## config.mk

```make
export PLATFORM = sky130hd
export DESIGN_NAME = rle_sprite_to_pixel_pair_words
export DESIGN_NICKNAME = d
export VERILOG_FILES = /design/src/rtl/rspw_pkg.sv /design/src/rtl/rle_sprite_to_pixel_pair_words.sv /design/src/rtl/rspw_front.sv /design/src/rtl/rspw_back.sv
export VERILOG_INCLUDE_DIRS = /design/src /design/src/rtl
export SDC_FILE = /design/constraint.sdc
export NUM_CORES = 1
export LEC_CHECK = 0
export BUFFER_PORTS_ARGS = -buffer_cell sky130_fd_sc_hd__buf_2
export CORE_ASPECT_RATIO = 0.9
export CORE_MARGIN = 1
export CORE_UTILIZATION = 38
export DETAILED_ROUTE_END_ITERATION = 10
export SLEW_MARGIN = 30
export SYNTH_ARGS = -nofsm -noshare
export SYNTH_HDL_FRONTEND = slang
export SYNTH_SLANG_ARGS = --single-unit
```

## constraint.sdc

```tcl
create_clock -name clk -period 20.3 [get_ports clk]
set_input_delay 1.015 -clock clk [delete_from_list [all_inputs] [get_ports clk]]
set_output_delay 1.015 -clock clk [all_outputs]
set_load 0.1 [all_outputs]
```

## src/rtl/assert_macros.svh

```systemverilog
// Assertion macros used by the top-level RTL file.
// Expands to nothing when SYNTHESIS is defined.
`ifndef ASSERT_MACROS_SVH
`define ASSERT_MACROS_SVH
`ifndef SYNTHESIS
`define RSPW_ASSERT(lbl, clk, rstn, prop) \
  lbl: assert property (@(posedge clk) disable iff (!rstn) (prop)) \
    else $error("assertion failed");
`define RSPW_ASSERT_NEXT(lbl, clk, rstn, ante, cons) \
  lbl: assert property (@(posedge clk) disable iff (!rstn) (ante) |=> (cons)) \
    else $error("assertion failed");
`else
`define RSPW_ASSERT(lbl, clk, rstn, prop)
`define RSPW_ASSERT_NEXT(lbl, clk, rstn, ante, cons)
`endif
`endif

```

## src/rtl/rspw_pkg.sv

```systemverilog
// Shared types and constants of the run-length sprite expander.
// No dependencies.
package rspw_pkg;

  localparam int COUNT_WIDTH_DEF = 18;
  localparam int QUEUE_DEPTH     = 2;
  localparam int PIX_PER_WORD    = 8;

  localparam logic [5:0]  EVEN_COLOUR_BITS = 6'b111000;
  localparam logic [5:0]  ODD_COLOUR_BITS  = 6'b000111;
  localparam logic [17:0] IMAGE_PIXELS_RST = 18'd153600;

  typedef enum logic [1:0] {
    CFG_PIXEL_COLOUR   = 2'd0,
    CFG_OVERWRITE_MODE = 2'd1,
    CFG_IMAGE_PIXELS   = 2'd2
  } cfg_index_t;

  typedef struct packed {
    logic [5:0]  pixel_colour;
    logic        overwrite_mode;
    logic [17:0] image_pixels;
  } cfg_t;

  typedef struct packed {
    logic [7:0] run_length;
    logic       is_zero;
  } run_item_t;

  typedef enum logic {
    BK_LOAD,
    BK_EXPAND
  } bk_state_t;

  typedef struct packed {
    logic busy;
    logic run_on;
  } bk_status_t;

endpackage

```

## src/rtl/rle_sprite_to_pixel_pair_words.sv

```systemverilog
// Run-length sprite expander: off/on runs in, words of eight 3-bit pixels out.
// A run of L pixels leaves the run queue in the load state; the expander then
// builds one partial word per cycle, unless the output register is held, for
// each of about ceil((fill + L) / 8) words it touches; a zero run only flips
// polarity. A two-entry run queue keeps taking input while words drain, and
// an output register holds one finished word. Depends on rspw_pkg, rspw_front,
// rspw_back and assert_macros.svh.
`include "assert_macros.svh"
module rle_sprite_to_pixel_pair_words #(
  parameter int COUNT_WIDTH = rspw_pkg::COUNT_WIDTH_DEF
) (
  input  logic        clk,
  input  logic        rst_n,
  input  logic        cfg_we,
  input  logic [1:0]  cfg_index,
  input  logic [17:0] cfg_wdata,
  input  logic        in_valid,
  output logic        in_ready,
  input  logic [7:0]  in_run_length,
  output logic        out_valid,
  input  logic        out_ready,
  output logic [31:0] out_pixel_word,
  output logic [7:0]  out_keep_mask,
  output logic        out_last_word
);

  rspw_pkg::cfg_t       cfg_r;
  rspw_pkg::run_item_t  q_item;
  rspw_pkg::bk_status_t bk_status;
  logic                 q_valid, q_ready;

  always_ff @(posedge clk) begin
    if (!rst_n) begin
      cfg_r.pixel_colour   <= '0;
      cfg_r.overwrite_mode <= 1'b0;
      cfg_r.image_pixels   <= rspw_pkg::IMAGE_PIXELS_RST;
    end else if (cfg_we) begin
      unique case (cfg_index)
        rspw_pkg::CFG_PIXEL_COLOUR:   cfg_r.pixel_colour   <= cfg_wdata[5:0];
        rspw_pkg::CFG_OVERWRITE_MODE: cfg_r.overwrite_mode <= cfg_wdata[0];
        rspw_pkg::CFG_IMAGE_PIXELS:   cfg_r.image_pixels   <= cfg_wdata;
        default: ;
      endcase
    end
  end

  rspw_front u_front (
    .clk           (clk),
    .rst_n         (rst_n),
    .in_valid      (in_valid),
    .in_ready      (in_ready),
    .in_run_length (in_run_length),
    .q_valid       (q_valid),
    .q_ready       (q_ready),
    .q_item        (q_item)
  );

  rspw_back #(
    .COUNT_WIDTH (COUNT_WIDTH)
  ) u_back (
    .clk            (clk),
    .rst_n          (rst_n),
    .cfg            (cfg_r),
    .q_valid        (q_valid),
    .q_ready        (q_ready),
    .q_item         (q_item),
    .status         (bk_status),
    .out_valid      (out_valid),
    .out_ready      (out_ready),
    .out_pixel_word (out_pixel_word),
    .out_keep_mask  (out_keep_mask),
    .out_last_word  (out_last_word)
  );

  // a transfer into the queue leaves it non-empty
  `RSPW_ASSERT_NEXT(a_push_fills, clk, rst_n, in_valid && in_ready, q_valid)
  // a zero run only flips polarity and never starts expansion
  `RSPW_ASSERT_NEXT(a_zero_toggles, clk, rst_n, q_valid && q_ready && q_item.is_zero, (!bk_status.busy) && (bk_status.run_on != $past(bk_status.run_on)))
  // a nonzero run always starts expansion
  `RSPW_ASSERT_NEXT(a_run_starts, clk, rst_n, q_valid && q_ready && !q_item.is_zero, bk_status.busy)
  // the queue is only drained while the expander is free
  `RSPW_ASSERT(a_pop_idle, clk, rst_n, !(q_ready && bk_status.busy))

endmodule

```

## src/rtl/rspw_front.sv

```systemverilog
// Front end: accepts run lengths, flags zero runs, queues them.
// Depends on rspw_pkg.
module rspw_front (
  input  logic                 clk,
  input  logic                 rst_n,
  input  logic                 in_valid,
  output logic                 in_ready,
  input  logic [7:0]           in_run_length,
  output logic                 q_valid,
  input  logic                 q_ready,
  output rspw_pkg::run_item_t  q_item
);

  localparam int PW = (rspw_pkg::QUEUE_DEPTH > 1) ? $clog2(rspw_pkg::QUEUE_DEPTH) : 1;
  localparam int CW = $clog2(rspw_pkg::QUEUE_DEPTH + 1);

  rspw_pkg::run_item_t mem_r [rspw_pkg::QUEUE_DEPTH];
  logic [PW-1:0] wr_ptr_r, rd_ptr_r;
  logic [CW-1:0] count_r;
  logic push, pop;

  assign in_ready = (count_r != CW'(rspw_pkg::QUEUE_DEPTH));
  assign q_valid  = (count_r != '0);
  assign q_item   = mem_r[rd_ptr_r];
  assign push     = in_valid && in_ready;
  assign pop      = q_valid && q_ready;

  function automatic logic [PW-1:0] ptr_inc(input logic [PW-1:0] p);
    return (p == PW'(rspw_pkg::QUEUE_DEPTH - 1)) ? '0 : p + PW'(1);
  endfunction

  always_ff @(posedge clk) begin
    if (push) begin
      mem_r[wr_ptr_r] <= '{run_length: in_run_length, is_zero: (in_run_length == 8'd0)};
    end
  end

  always_ff @(posedge clk) begin
    if (!rst_n) begin
      wr_ptr_r <= '0;
      rd_ptr_r <= '0;
      count_r  <= '0;
    end else begin
      if (push) wr_ptr_r <= ptr_inc(wr_ptr_r);
      if (pop)  rd_ptr_r <= ptr_inc(rd_ptr_r);
      if (push && !pop)      count_r <= count_r + CW'(1);
      else if (pop && !push) count_r <= count_r - CW'(1);
    end
  end

endmodule

```

## src/rtl/rspw_back.sv

```systemverilog
// Back end: expands runs into pixel words, one chunk a cycle unless stalled.
// Depends on rspw_pkg.
module rspw_back #(
  parameter int COUNT_WIDTH = rspw_pkg::COUNT_WIDTH_DEF
) (
  input  logic                 clk,
  input  logic                 rst_n,
  input  rspw_pkg::cfg_t       cfg,
  input  logic                 q_valid,
  output logic                 q_ready,
  input  rspw_pkg::run_item_t  q_item,
  output rspw_pkg::bk_status_t status,
  output logic                 out_valid,
  input  logic                 out_ready,
  output logic [31:0]          out_pixel_word,
  output logic [7:0]           out_keep_mask,
  output logic                 out_last_word
);

  rspw_pkg::bk_state_t state_r, state_nxt;
  logic                   run_on_r, run_on_nxt;
  logic [COUNT_WIDTH-1:0] done_r, done_nxt;
  logic [7:0]             rem_r, rem_nxt;
  logic [31:0]            word_r, word_nxt;
  logic [7:0]             keep_r, keep_nxt;
  logic [2:0]             fill_r, fill_nxt;
  logic                   ov_r, ov_nxt;
  logic [31:0]            ow_r;
  logic [7:0]             ok_r;
  logic                   ol_r;

  logic [COUNT_WIDTH-1:0] total, to_end;
  logic [3:0]             room, n0, n, fill_sum;
  logic                   near_end, ends, emit, stall, load_out;
  logic [7:0]             sel;
  logic [31:0]            col_word, word_new;
  logic [7:0]             keep_new;
  logic [5:0]             ce, co;

  assign total    = COUNT_WIDTH'(cfg.image_pixels);
  assign to_end   = total - done_r;
  assign near_end = (to_end != '0) && (to_end <= COUNT_WIDTH'(rspw_pkg::PIX_PER_WORD));
  assign room     = 4'(rspw_pkg::PIX_PER_WORD) - {1'b0, fill_r};
  assign n0       = (rem_r < {4'd0, room}) ? rem_r[3:0] : room;
  assign ends     = near_end && (to_end[3:0] <= n0);
  assign n        = ends ? to_end[3:0] : n0;
  assign fill_sum = {1'b0, fill_r} + n;
  assign emit     = fill_sum[3] || ends;
  assign ce       = cfg.pixel_colour & rspw_pkg::EVEN_COLOUR_BITS;
  assign co       = cfg.pixel_colour & rspw_pkg::ODD_COLOUR_BITS;

  always_comb begin
    sel      = '0;
    col_word = '0;
    for (int s = 0; s < rspw_pkg::PIX_PER_WORD; s++) begin
      sel[s] = (4'(s) >= {1'b0, fill_r}) && (4'(s) < fill_sum);
      if (s % 2 == 0) col_word[8*(s>>1)+3 +: 3] = sel[s] ? ce[5:3] : 3'd0;
      else            col_word[8*(s>>1)   +: 3] = sel[s] ? co[2:0] : 3'd0;
    end
  end

  assign word_new = word_r | (run_on_r ? col_word : 32'd0);
  assign keep_new = keep_r | ((!run_on_r && !cfg.overwrite_mode) ? sel : 8'd0);
  assign stall    = emit && ov_r && !out_ready;

  always_comb begin
    state_nxt  = state_r;
    run_on_nxt = run_on_r;
    done_nxt   = done_r;
    rem_nxt    = rem_r;
    word_nxt   = word_r;
    keep_nxt   = keep_r;
    fill_nxt   = fill_r;
    q_ready    = 1'b0;
    load_out   = 1'b0;
    unique case (state_r)
      rspw_pkg::BK_LOAD: begin
        q_ready = 1'b1;
        if (q_valid) begin
          if (q_item.is_zero) begin
            run_on_nxt = !run_on_r;
          end else begin
            rem_nxt   = q_item.run_length;
            state_nxt = rspw_pkg::BK_EXPAND;
          end
        end
      end
      rspw_pkg::BK_EXPAND: begin
        if (!stall) begin
          load_out = emit;
          rem_nxt  = rem_r - {4'd0, n};
          if (emit) begin
            word_nxt = '0;
            keep_nxt = '0;
            fill_nxt = '0;
          end else begin
            word_nxt = word_new;
            keep_nxt = keep_new;
            fill_nxt = fill_sum[2:0];
          end
          if (ends) begin
            done_nxt   = '0;
            run_on_nxt = 1'b0;
            state_nxt  = rspw_pkg::BK_LOAD;
          end else begin
            done_nxt = done_r + COUNT_WIDTH'(n);
            if (rem_nxt == 8'd0) begin
              run_on_nxt = !run_on_r;
              state_nxt  = rspw_pkg::BK_LOAD;
            end
          end
        end
      end
      default: state_nxt = rspw_pkg::BK_LOAD;
    endcase
    ov_nxt = load_out ? 1'b1 : (out_ready ? 1'b0 : ov_r);
  end

  always_ff @(posedge clk) begin
    if (!rst_n) begin
      state_r  <= rspw_pkg::BK_LOAD;
      run_on_r <= 1'b0;
      done_r   <= '0;
      word_r   <= '0;
      keep_r   <= '0;
      fill_r   <= '0;
      ov_r     <= 1'b0;
    end else begin
      state_r  <= state_nxt;
      run_on_r <= run_on_nxt;
      done_r   <= done_nxt;
      word_r   <= word_nxt;
      keep_r   <= keep_nxt;
      fill_r   <= fill_nxt;
      ov_r     <= ov_nxt;
    end
  end

  always_ff @(posedge clk) begin
    rem_r <= rem_nxt;
    if (load_out) begin
      ow_r <= word_new;
      ok_r <= keep_new;
      ol_r <= ends;
    end
  end

  assign status         = '{busy: (state_r == rspw_pkg::BK_EXPAND), run_on: run_on_r};
  assign out_valid      = ov_r;
  assign out_pixel_word = ow_r;
  assign out_keep_mask  = ok_r;
  assign out_last_word  = ol_r;

endmodule
```

### After elaboration in Yosys (flattened, before gate mapping)

Memory sizes are Yosys's and may differ from the RTL's. A register that Yosys moved wholly into a read port is not among the register bits.
Index checks and enable logic that the tools add are counted.

* logic and storage cells: 137
* bits of input ports: 33
* memories kept: 1
* RAM bits: 18
* register bits after elaboration: 142
* output and inout port bits: 43

* bitwise operators: 4
* $add $sub $neg: 9
* reduce and logical (&&, ||, !) cells: 35
* $lt $le $gt $ge: 18
* eq/ne operators: 8
* multiplexer cells: 45

Memories
* u_front.mem_r: depth 2, width 9, rd ports 1, clocked after Yosys merged registers in 1, write ports 1, line rspw_front.sv:17 `rspw_pkg::run_item_t mem_r [rspw_pkg::QUEUE_DEPTH];`

Operators with widths (count)
* 8-bit two-way mux: 5
* 32-bit two-way mux: 1
* 32-bit OR: 1
* 30-bit two-way mux: 1
* 3-bit two-way mux: 9
* 1-bit two-way mux: 21
* 18-bit by 4-bit adder with 18-bit output: 1
* 18-bit by 4-bit less-or-equal comparator with 1-bit output, second input constant: 1
* 18-bit two-way mux: 1
* 18-bit nonzero test: 1
* 18-bit subtractor: 1
* 1-bit logical AND: 16
* 8-bit zero test: 2
* 3-bit by 4-bit < comparator with 1-bit output, first input constant: 4
* 8-bit one-hot mux with 2 select lines: 1
* 2-bit inequality test, second input constant: 5
* 3-bit >= comparator, first input constant: 3
* 1-bit by 4-bit < comparator with 1-bit output, first input constant: 2
* 2-bit by 4-bit < comparator with 1-bit output, first input constant: 2
* 8-bit by 4-bit < comparator with 1-bit output: 1
* 4-bit two-way mux: 2
* 8-bit OR: 1
* 2-bit AND reduction: 4
* 8-bit by 4-bit subtractor with 8-bit output: 1
* 20 further kinds: 32

### Logic depth before layout (Yosys ltp)

Gate-level depths: netlist (run 1).

* depth in word-level cells: 13
* gate-level depth with buffers: 31
* gate-level depth less buffers: 30

### By module

A second synthesis (run 1) with hierarchy kept.

* cells, all modules: 811
* area, all modules: 7933.9 um^2

By module, submodules not included
* rspw_back: area an instance 6035.8 um^2, sequential area each 2352.3 um^2, times used 1, cells each 652
* rle_sprite_to_pixel_pair_words: area an instance 998.5 um^2, sequential area each 500.5 um^2, times used 1, cells each 103
* rspw_front: area an instance 899.6 um^2, sequential area each 640.6 um^2, times used 1, cells each 56

### Least setup slack after synthesis (run 1)

No wires, ideal clock.

* kind: register to register
* start point: register u_back.fill_r[1]
* end point: register u_back.keep_r[1]
* path buffers: 3
* data required time: 20183 ps
* clock period less this slack: 7201 ps
* stages on the path, launching flop included: 29
* path slack: 13099 ps
* library setup time: 117 ps
* data arrival time: 7084 ps
* cells stage by stage: dfxtp_1 > clkbuf_1 > inv_1 > ha_1 > ha_1 > inv_1 > ha_1 > a21o_1 > a21oi_1 > mux2i_1 > ha_1 > a21oi_1 > o21ai_0 > a21oi_1 > nand4b_1 > a2111o_1 > nor3_4 > inv_2 > a21oi_1 > ha_1 > a21o_1 > a21oi_1 > xnor2_1 > o31a_1 > nor2_2 > nor2b_1 > clkbuf_2 > buf_2 > a32o_1

* cells in the longest elaborated chain, start to end: 12
* elaborated cells on any way between the ends: 18
* classes of those cells: 2 x add/sub; 4 x order compare; 4 x mux; 2 x bitwise; 6 x reduce/logical

Ends and longest elaborated chain
* start, declared: line rspw_back.sv:26 `logic [2:0] fill_r, fill_nxt;`
* start signal, assigned: line rspw_back.sv:134 `fill_r <= fill_nxt;`
* 4-bit by 3-bit subtractor with 4-bit output: line rspw_back.sv:43 `assign room = 4'(rspw_pkg::PIX_PER_WORD) - {1'b0, fill_r};`
* 8-bit by 4-bit < comparator with 1-bit output: line rspw_back.sv:44 `assign n0 = (rem_r < {4'd0, room}) ? rem_r[3:0] : room;`
* 4-bit two-way mux: line rspw_back.sv:44
* 4-bit less-or-equal comparator: line rspw_back.sv:45 `assign ends = near_end && (to_end[3:0] <= n0);`
* 1-bit logical AND: line rspw_back.sv:45
* 4-bit two-way mux: line rspw_back.sv:46 `assign n = ends ? to_end[3:0] : n0;`
* 3-bit by 4-bit adder with 4-bit output: line rspw_back.sv:47 `assign fill_sum = {1'b0, fill_r} + n;`
* 1-bit by 4-bit < comparator with 1-bit output or 1-bit logical OR (tied branches): line rspw_back.sv:56, rspw_back.sv:48
* 1-bit logical AND, on equally long branches: line rspw_back.sv:56, rspw_back.sv:64
* 8-bit two-way mux or 1-bit logical AND (tied branches): line rspw_back.sv:63, rspw_back.sv:64
* 8-bit OR or 1-bit inverter (tied branches)
* 8-bit two-way mux or 2-bit AND reduction (tied branches)
* end signal, assigned: line rspw_back.sv:133 `keep_r <= keep_nxt;`
* end, declared: line rspw_back.sv:25 `logic [7:0] keep_r, keep_nxt;`

Several ways; a longest one is shown, not always the timed one.
A chain may end at the register's enable or synchronous reset.

### Worst setup path in the final report (run 1)

* start point: register u_back.fill_r[1]
* end point: register u_back.rem_r[0], enable pin

* cells in the longest elaborated chain, start to end: 12

Ends and longest elaborated chain
* 4-bit by 3-bit subtractor with 4-bit output: line rspw_back.sv:43
* 8-bit by 4-bit < comparator with 1-bit output: line rspw_back.sv:44
* 4-bit two-way mux: line rspw_back.sv:44
* 4-bit less-or-equal comparator: line rspw_back.sv:45
* 1-bit logical AND: line rspw_back.sv:45
* 4-bit two-way mux: line rspw_back.sv:46
* 3-bit by 4-bit adder with 4-bit output: line rspw_back.sv:47
* 1-bit logical OR *: line rspw_back.sv:48 `assign emit = fill_sum[3] || ends;`
* 1-bit logical AND * (2 in a row): line rspw_back.sv:64 `assign stall = emit && ov_r && !out_ready;`
* 2-bit inequality test (no source line) *
* 3-bit AND reduction (no source line) *
* end signal, assigned: line rspw_back.sv:140 `rem_r <= rem_nxt;`
* end, declared: line rspw_back.sv:23 `logic [7:0] rem_r, rem_nxt;`

Every way passes the cells marked *; elsewhere a longest branch is shown, timed or not.

==> results.toml, run 1 <==
[status]
status = "finished, final reports clean"

[cts]
cts_hold_repair.buffers = 0
clock-root-buffer = "clkbuf_16"
cts_buffers = 17
path_clk_slew_ps = 70
cts_resized = 0
cts_setup_buffers = 0
cts_sinks = 145
cts_tree = "done"
h-tree-depth = 4
cts_buffer_depth = 2
clk_latency_ps = 430

[finish]
fin_nets = 946
antennaDiodeCount = 0
syn_to_final_growth_pct = 14.17
layout-drive-gt1-share = 0.1485
finalNonFillerCells = 1137

[logic_synthesis]
synth_top_area_frac = 0.2229
post_synth_xor_area_fraction = 0.02755
yosys.cell_types.count = 86
async_reset_ff_frac = 0
synth_enable_flop_cells = 59
yosys_warnings = 0
synthesis.area_sq_um = 7948
ys_ff_latch = 145
yosys.area.top_type = "edfxtp_1"
ys_seq_area_frac = 0.4395
syn_avg_cell_area_sq_um = 9.764
syn_inst = 814
synth_top_family_by_area = "compound AO/OA/AOI/OAI gates"
ys_top_cells_by_area = "edfxtp_1 22%, dfxtp_1 22%, ha_1 6.3%, nand2_1 4.1%, a32o_1 3.5%"
synth-simple-area-share = 0.1798
yosys-mux-area-fraction = 0.01889
synth_flop_cell = "dfxtp_1"
synth_fa_ha_area_frac = 0.07305
synth_compound_area_frac = 0.2151

[floorplan]
start_util = 0.3928
num_rows = 49
dieHeight_um = 139.2
boundaryPins = 76
die_area_sq_um = 21500
die_x_um = 154.4
core_area_sq_um = 20230

[timing]
clock_skew_ps = 16.43
drv_slew = 0
finalCritPeriodShare = 0.3879
fmax_ghz = 0.1270
tightest_slew_ps = 942.3
finalSetupViolCount = 0
hold_viol = 0
hold_ws_ps = 456.5
final.min_clock_period_ps = 7875
fin_tns_setup_ps = 0
maxSlewHeadroom = 0.3718
rsz0062_at_grt = "no"

[drt]
drt_iter0_drc = 423
ant_nets = 0
vias_per_cell = 5.331
drc = 0
post_drt_wl_per_cell_um = 15.77
drt-total-wl_mm = 17.94
vias = 6061
drt-pass1-iter-count = 5

[power_and_ir_drop]
irDropWorstVdd_uv = 89.48
p_leak_nw = 3.572
finalPower_mw = 1.057
power.density_nw_per_um2 = 116.5

[global_routing]
grt.overflow.total = 0
grt_pass1_wl_mm = 29.92
first_global_vias = 5821
grt_use_total = 0.1757
antenna_found_initial = 0
grt_max_degree = 45

[worst_setup_path]
rr_endpoint = "u_back.rem_r[0]"
crit_fanout = 34
critPathRequiredTime_ps = 20360
crit_top_cell = "a21oi_1"
cp-end-kind = "flip-flop"
arrival_ps = 7940
critical-path-slowest-cell = "a21oi_1"
worstReg2RegStart = "u_back.fill_r[1]"
worst-r2r-setup-slack_ps = 12420
r2r_cells = 24
critPathKind = "reg2reg"
cpPeakStageDelay_ps = 720
crit_chain = "inv_1, ha_1, ha_1, inv_1, ha_1, a21o_1, a21oi_1, mux2i_1, ha_1, a21oi_1, o21ai_0, a21oi_1, nand4b_1, a2111o_1, nor3_4, inv_2, a21oi_1, ha_1, a21o_1, a21oi_1, xnor2_1, o31a_1, o21ai_4, a21oi_1"
crit_path_start_kind = "flip-flop"

[worst_hold_path]
min_path_type = "reg2reg"
hp-start = "u_back.keep_r[7]"
min_path_cells = 1
hold-path-endpoint = "u_back.keep_r[7]"

[flow_run]
maxCapViolCount = 0

[place]
dp_hpwl_mm = 13.15
io_buffer_count = 67
place_congestion = 0.8719
placedCellCount = 1105
==> sequential cells by signal (all words and copies together), names as in the netlist, 2 cells and up, named ones only <==
signal                 flops
u_front.mem_r             18
u_front.count_r            2
u_back.fill_r              3
u_back.word_r             24
cfg_r                     25
u_back.rem_r               8
u_back.done_r             18
u_back.out_keep_mask       8
u_back.keep_r              8
u_back.out_pixel_word     24
==> per-layer routing <==
layer  part of all wire  GRT usage
met4              0.013    0.05003
met1               0.52     0.2542
met5                  0          0
met3              0.047    0.04094
met2               0.42     0.2591
==> through the flow <==
stage          setup slack, ps  utilization  cell area, sq um
6_report                 12420       0.4485              9074
5_1_grt                  11650       0.4485              9074
4_1_cts                  12400       0.4485              9074
3_5_place_dp             12430       0.4181              8459
3_3_place_gp             12410       0.4163              8423
2_1_floorplan            13100            -              7974
==> cell usage after synthesis (8+ instances only) <==
cell and count:
dfxtp_1 86, nand2_1 86, edfxtp_1 59, nor2_1 50, a21oi_1 46, ha_1 40, inv_1 37, a21o_1 36
o21ai_0 30, a32o_1 28, nor2b_1 22, or3_1 18, nand3_1 17, xnor2_1 17, a21boi_0 16, mux2i_1 15
nand2b_1 14, and2_1 13, buf_2 13, clkbuf_1 13, nor3_1 11, nand4_1 9, buf_4 8, o21ai_1 8
xor2_1 8
==> placed cells by master (no fill, tap or decap), types with 4 or more instances in the layout <==
master | Yosys | layout
inv_8 | 0 | 6
conb_1 | 1 | 8
a21o_1 | 36 | 36
nor2_1 | 50 | 50
or3_1 | 18 | 18
o21ai_0 | 30 | 30
o21ai_2 | 3 | 4
edfxtp_1 | 59 | 59
a211oi_1 | 5 | 5
nand2_1 | 86 | 86
o31ai_1 | 4 | 4
a31oi_1 | 4 | 4
nor2b_1 | 22 | 21
inv_1 | 37 | 37
a32o_1 | 28 | 28
a21oi_1 | 46 | 46
xnor2_1 | 17 | 17
nand3_1 | 17 | 17
nand4_1 | 9 | 9
clkbuf_16 | 0 | 18
buf_2 | 13 | 67
ha_1 | 40 | 40
and3_1 | 4 | 4
mux2i_1 | 15 | 15
o21a_1 | 5 | 5
and2_1 | 13 | 13
a31o_1 | 6 | 6
clkinv_8 | 0 | 4
xor2_1 | 8 | 8
a21boi_0 | 16 | 16
nor3_1 | 11 | 11
dfxtp_1 | 86 | 86
nand2b_1 | 14 | 14
a21boi_1 | 6 | 6
o21ai_1 | 8 | 7
fa_1 | 4 | 4
==> power breakdown <==
group	internal (mW)	switching, mW	total [mW]
Clock	0.173	0.146	0.319
Sequential	0.352	0.0284	0.381
Combinational	0.101	0.257	0.358
Total	0.626	0.431	1.06
==> final cells by class <==
class / count / area (sq um)
multi-input combinational: 598 / 4134
fill: 1946 / 11160
sequential: 145 / 3493
inverter: 38 / 142.6
clock buffer: 18 / 450.4
tap: 255 / 319.1
clock inverter: 14 / 163.9
timing repair buffer: 69 / 370.4
==> worst max-delay path by stage <==
| stage | to | cells after the start | start | slack [ps] |
|---|---|---|---|---|
| after floorplan | u_back.keep_r[1] | 28 | u_back.fill_r[1] | 13100 |
| final | u_back.rem_r[0] | 24 | u_back.fill_r[1] | 12420 |
| after global routing | u_back.rem_r[0] | 24 | u_back.fill_r[1] | 11650 |
| after global placement | u_back.word_r[21] | 26 | u_back.fill_r[1] | 12410 |
| after CTS | u_back.rem_r[0] | 24 | u_back.fill_r[1] | 12400 |
| after detailed placement | u_back.rem_r[5] | 24 | u_back.fill_r[1] | 12430 |
==> worst max-delay path: cells and delay by family, from the launching register on <==
kind,cells,cell delay [ps]
muxes,1,500
adders and majority gates,5,1470
buffers and inverters,3,400
DFF,1,600
AOI/OAI and AO/OA,12,3870
and+or+nand+nor,2,470
xor gates and xnor gates,1,190
==> logic make-up (layout without fill, tap and decap cells) <==
| family | after synthesis | count (layout) |
|---|---|---|
| flip-flops | 145 | 145 |
| adder cells (fa/ha/maj) | 44 | 44 |
| multiplexers | 15 | 15 |
| XOR/XNOR | 25 | 25 |
| buffers and inverters | 78 | 139 |
| AND/OR/NAND/NOR | 274 | 274 |
| AO/OA/AOI/OAI | 232 | 232 |
| other | 1 | 8 |
Note: power is estimated with default switching activity, not from simulation.
==> run 2: changes to the inputs <==
Clock period 20.3 ns to 6.9 ns, I/O delays scaled along.
==> run 2 against run 1 <==
Effect of this change:
- combinational power rose to 3.0 times the previous value
- first-iteration DRC count up 5.9%
- die area unchanged
- largest power group unchanged
- sequential power rose to 2.9 times the previous value
- register-to-register slack worse by 12000 ps
- clock skew down 4.6 ps
- global-route usage up 0.23 points
- wire length up 2.3%
- cell count up 0.79%
- utilization up 0.15 points
- largest cell class unchanged
- cell area up 0.34%
==> results.toml, run 2 (synthesized netlist as in run 1, its figures left out) <==
[status]
status = "finished, final reports clean"

[global_routing]
antenna_found_initial = 0
grt.busiest_layer = "met1"
grt_max_degree = 45
grt_use_met1 = 0.2603
grt_pass1_wl_mm = 29.97
met2_usage = 0.2527
use_met3 = 0.03906
grt.overflow.total = 0
first_global_vias = 5782
grt_use_total = 0.1780

[drt]
drc = 0
drt-total-wl_mm = 18.34
ant_nets = 0
drt_iter0_drc = 448
vias_per_cell = 5.368
post_drt_wl_per_cell_um = 16.00
vias = 6152
drt-pass1-iter-count = 5

[place]
dp_hpwl_mm = 13.22
place_congestion = 0.8594
placedCellCount = 1114
io_buffer_count = 67

[cts]
cts_tree = "done"
h-tree-depth = 4
path_clk_slew_ps = 60
cts_buffers = 17
cts_hold_repair.buffers = 0
clk_latency_ps = 440
cts_buffer_depth = 2
cts_sinks = 145
cts_setup_buffers = 0
clock-root-buffer = "clkbuf_16"

[power_and_ir_drop]
p_leak_nw = 3.603
power.density_nw_per_um2 = 336.9
irDropWorstVdd_uv = 194.3

[timing]
tightest_slew_ps = 875.4
fin_tns_setup_ps = 0
drv_slew = 0
clock_skew_ps = 11.79
final.min_clock_period_ps = 6328
finalCritPeriodShare = 0.9171
hold_viol = 0
maxSlewHeadroom = 0.4114
rsz0062_at_grt = "no"
hold_ws_ps = 105.6
fmax_ghz = 0.1580
finalSetupViolCount = 0

[worst_setup_path]
cp-end-kind = "flip-flop"
arrival_ps = 6680
cpPeakStageDelay_ps = 530
crit_fanout = 20
critPathKind = "reg2reg"
critical-path-slowest-cell = "a2111o_1"
worstReg2RegStart = "u_back.fill_r[1]"
crit_path_start = "u_back.fill_r[1]"
worstSetupEndpoint = "u_back.done_r[16]"
worst-r2r-setup-slack_ps = 570
crit_path_start_kind = "flip-flop"
r2r_cells = 28
critPathRequiredTime_ps = 7250
rr_endpoint = "u_back.done_r[16]"
crit_top_cell = "ha_1"

[finish]
fin_nets = 955
regMostFlops = "cfg_r"
layout-drive-gt1-share = 0.1627
largest_reg_flops = 25
antennaDiodeCount = 0
final_core_util = 0.4500
finalNonFillerCells = 1146
final_cell_mix = "86 x nand2_1, 86 x dfxtp_1, 67 x buf_2"
syn_to_final_growth_pct = 14.56

[floorplan]
start_util = 0.3928
boundaryPins = 76
num_rows = 49
core_area_sq_um = 20230
die_area_sq_um = 21500
die_x_um = 154.4
dieHeight_um = 139.2

[flow_run]
maxCapViolCount = 0

[worst_hold_path]
min_path_type = "in2reg"
## run 2: cell types whose count changed in the layout (fill, tap and decap cells not counted), moves of 2 or more
cell / delta
buf_4: +10
a21oi_1: -6
a21oi_2: +4
clkinv_8: -4
inv_6: +3
a21oi_4: +2
clkinv_2: +2
clkinvlp_4: -2
## run 2: worst min path at each step
stage / startpoint / to / slack, ps / depth (start not counted)
floorplan: u_back.keep_r[7] / u_back.keep_r[7] / 420 / 1
global placement: u_back.word_r[26] / u_back.word_r[26] / 440 / 1
detailed placement: u_back.keep_r[7] / u_back.keep_r[7] / 440 / 1
CTS: in_run_length[6] / u_front.mem_r[1][7] / 90 / 1
global route: in_run_length[3] / u_front.mem_r[1][4] / 90 / 1
finish: in_run_length[6] / u_front.mem_r[1][7] / 110 / 1
## run 2: repair_timing
item	4_1_cts	5_1_grt
endpoints found under the setup margin	0	129
hold endpoints to repair	0	0
resized for setup	0	7
## run 2: cell type report
type / count / area [sq um]
Timing Repair Buffer: 78 / 417.9
Tap cell: 255 / 319.1
Clock inverter: 14 / 121.4
Inverter: 38 / 142.6
Fill cell: 1916 / 11130
Multi-Input combinational cell: 598 / 4172
Clock buffer: 18 / 439.2
Sequential cell: 145 / 3493
## run 2: power by group
part	switching (mW)	leakage (nW)	total, mW	internal (mW)
combinational	0.778	2.08	1.08	0.302
sequential	0.0687	1.24	1.11	1.04
clock	0.399	0.279	0.882	0.483
total	1.25	3.60	3.07	1.82
## run 2: worst max-delay path: cells and delay by family (launching register included)
kind	cells	cell delay, ps
xor+xnor	1	180
simple gates	5	980
compound gates	13	2640
fa+ha+maj	5	1390
flops	1	450
buf+inv	4	570
## run 2: through the flow
stage                     power [mW]  area [sq um]  worst slack [ps]
after floorplan                1.985          7983             55.18
after global placement         2.189          8502             346.7
after detailed placement       2.187          8511             246.7
after global routing           3.225          9105             9.393
final                          3.068          9105             572.0
after CTS                      3.074          9071             199.9
## run 2: metal layers
layer  vias to the layer above  wire length (um)  part of all wire
met2                       165              7661              0.42
met5                         -                 0                 0
li1                       3104                 -                 -
met1                      2859              9448              0.52
met3                        24               906             0.049
met4                         0               324             0.018
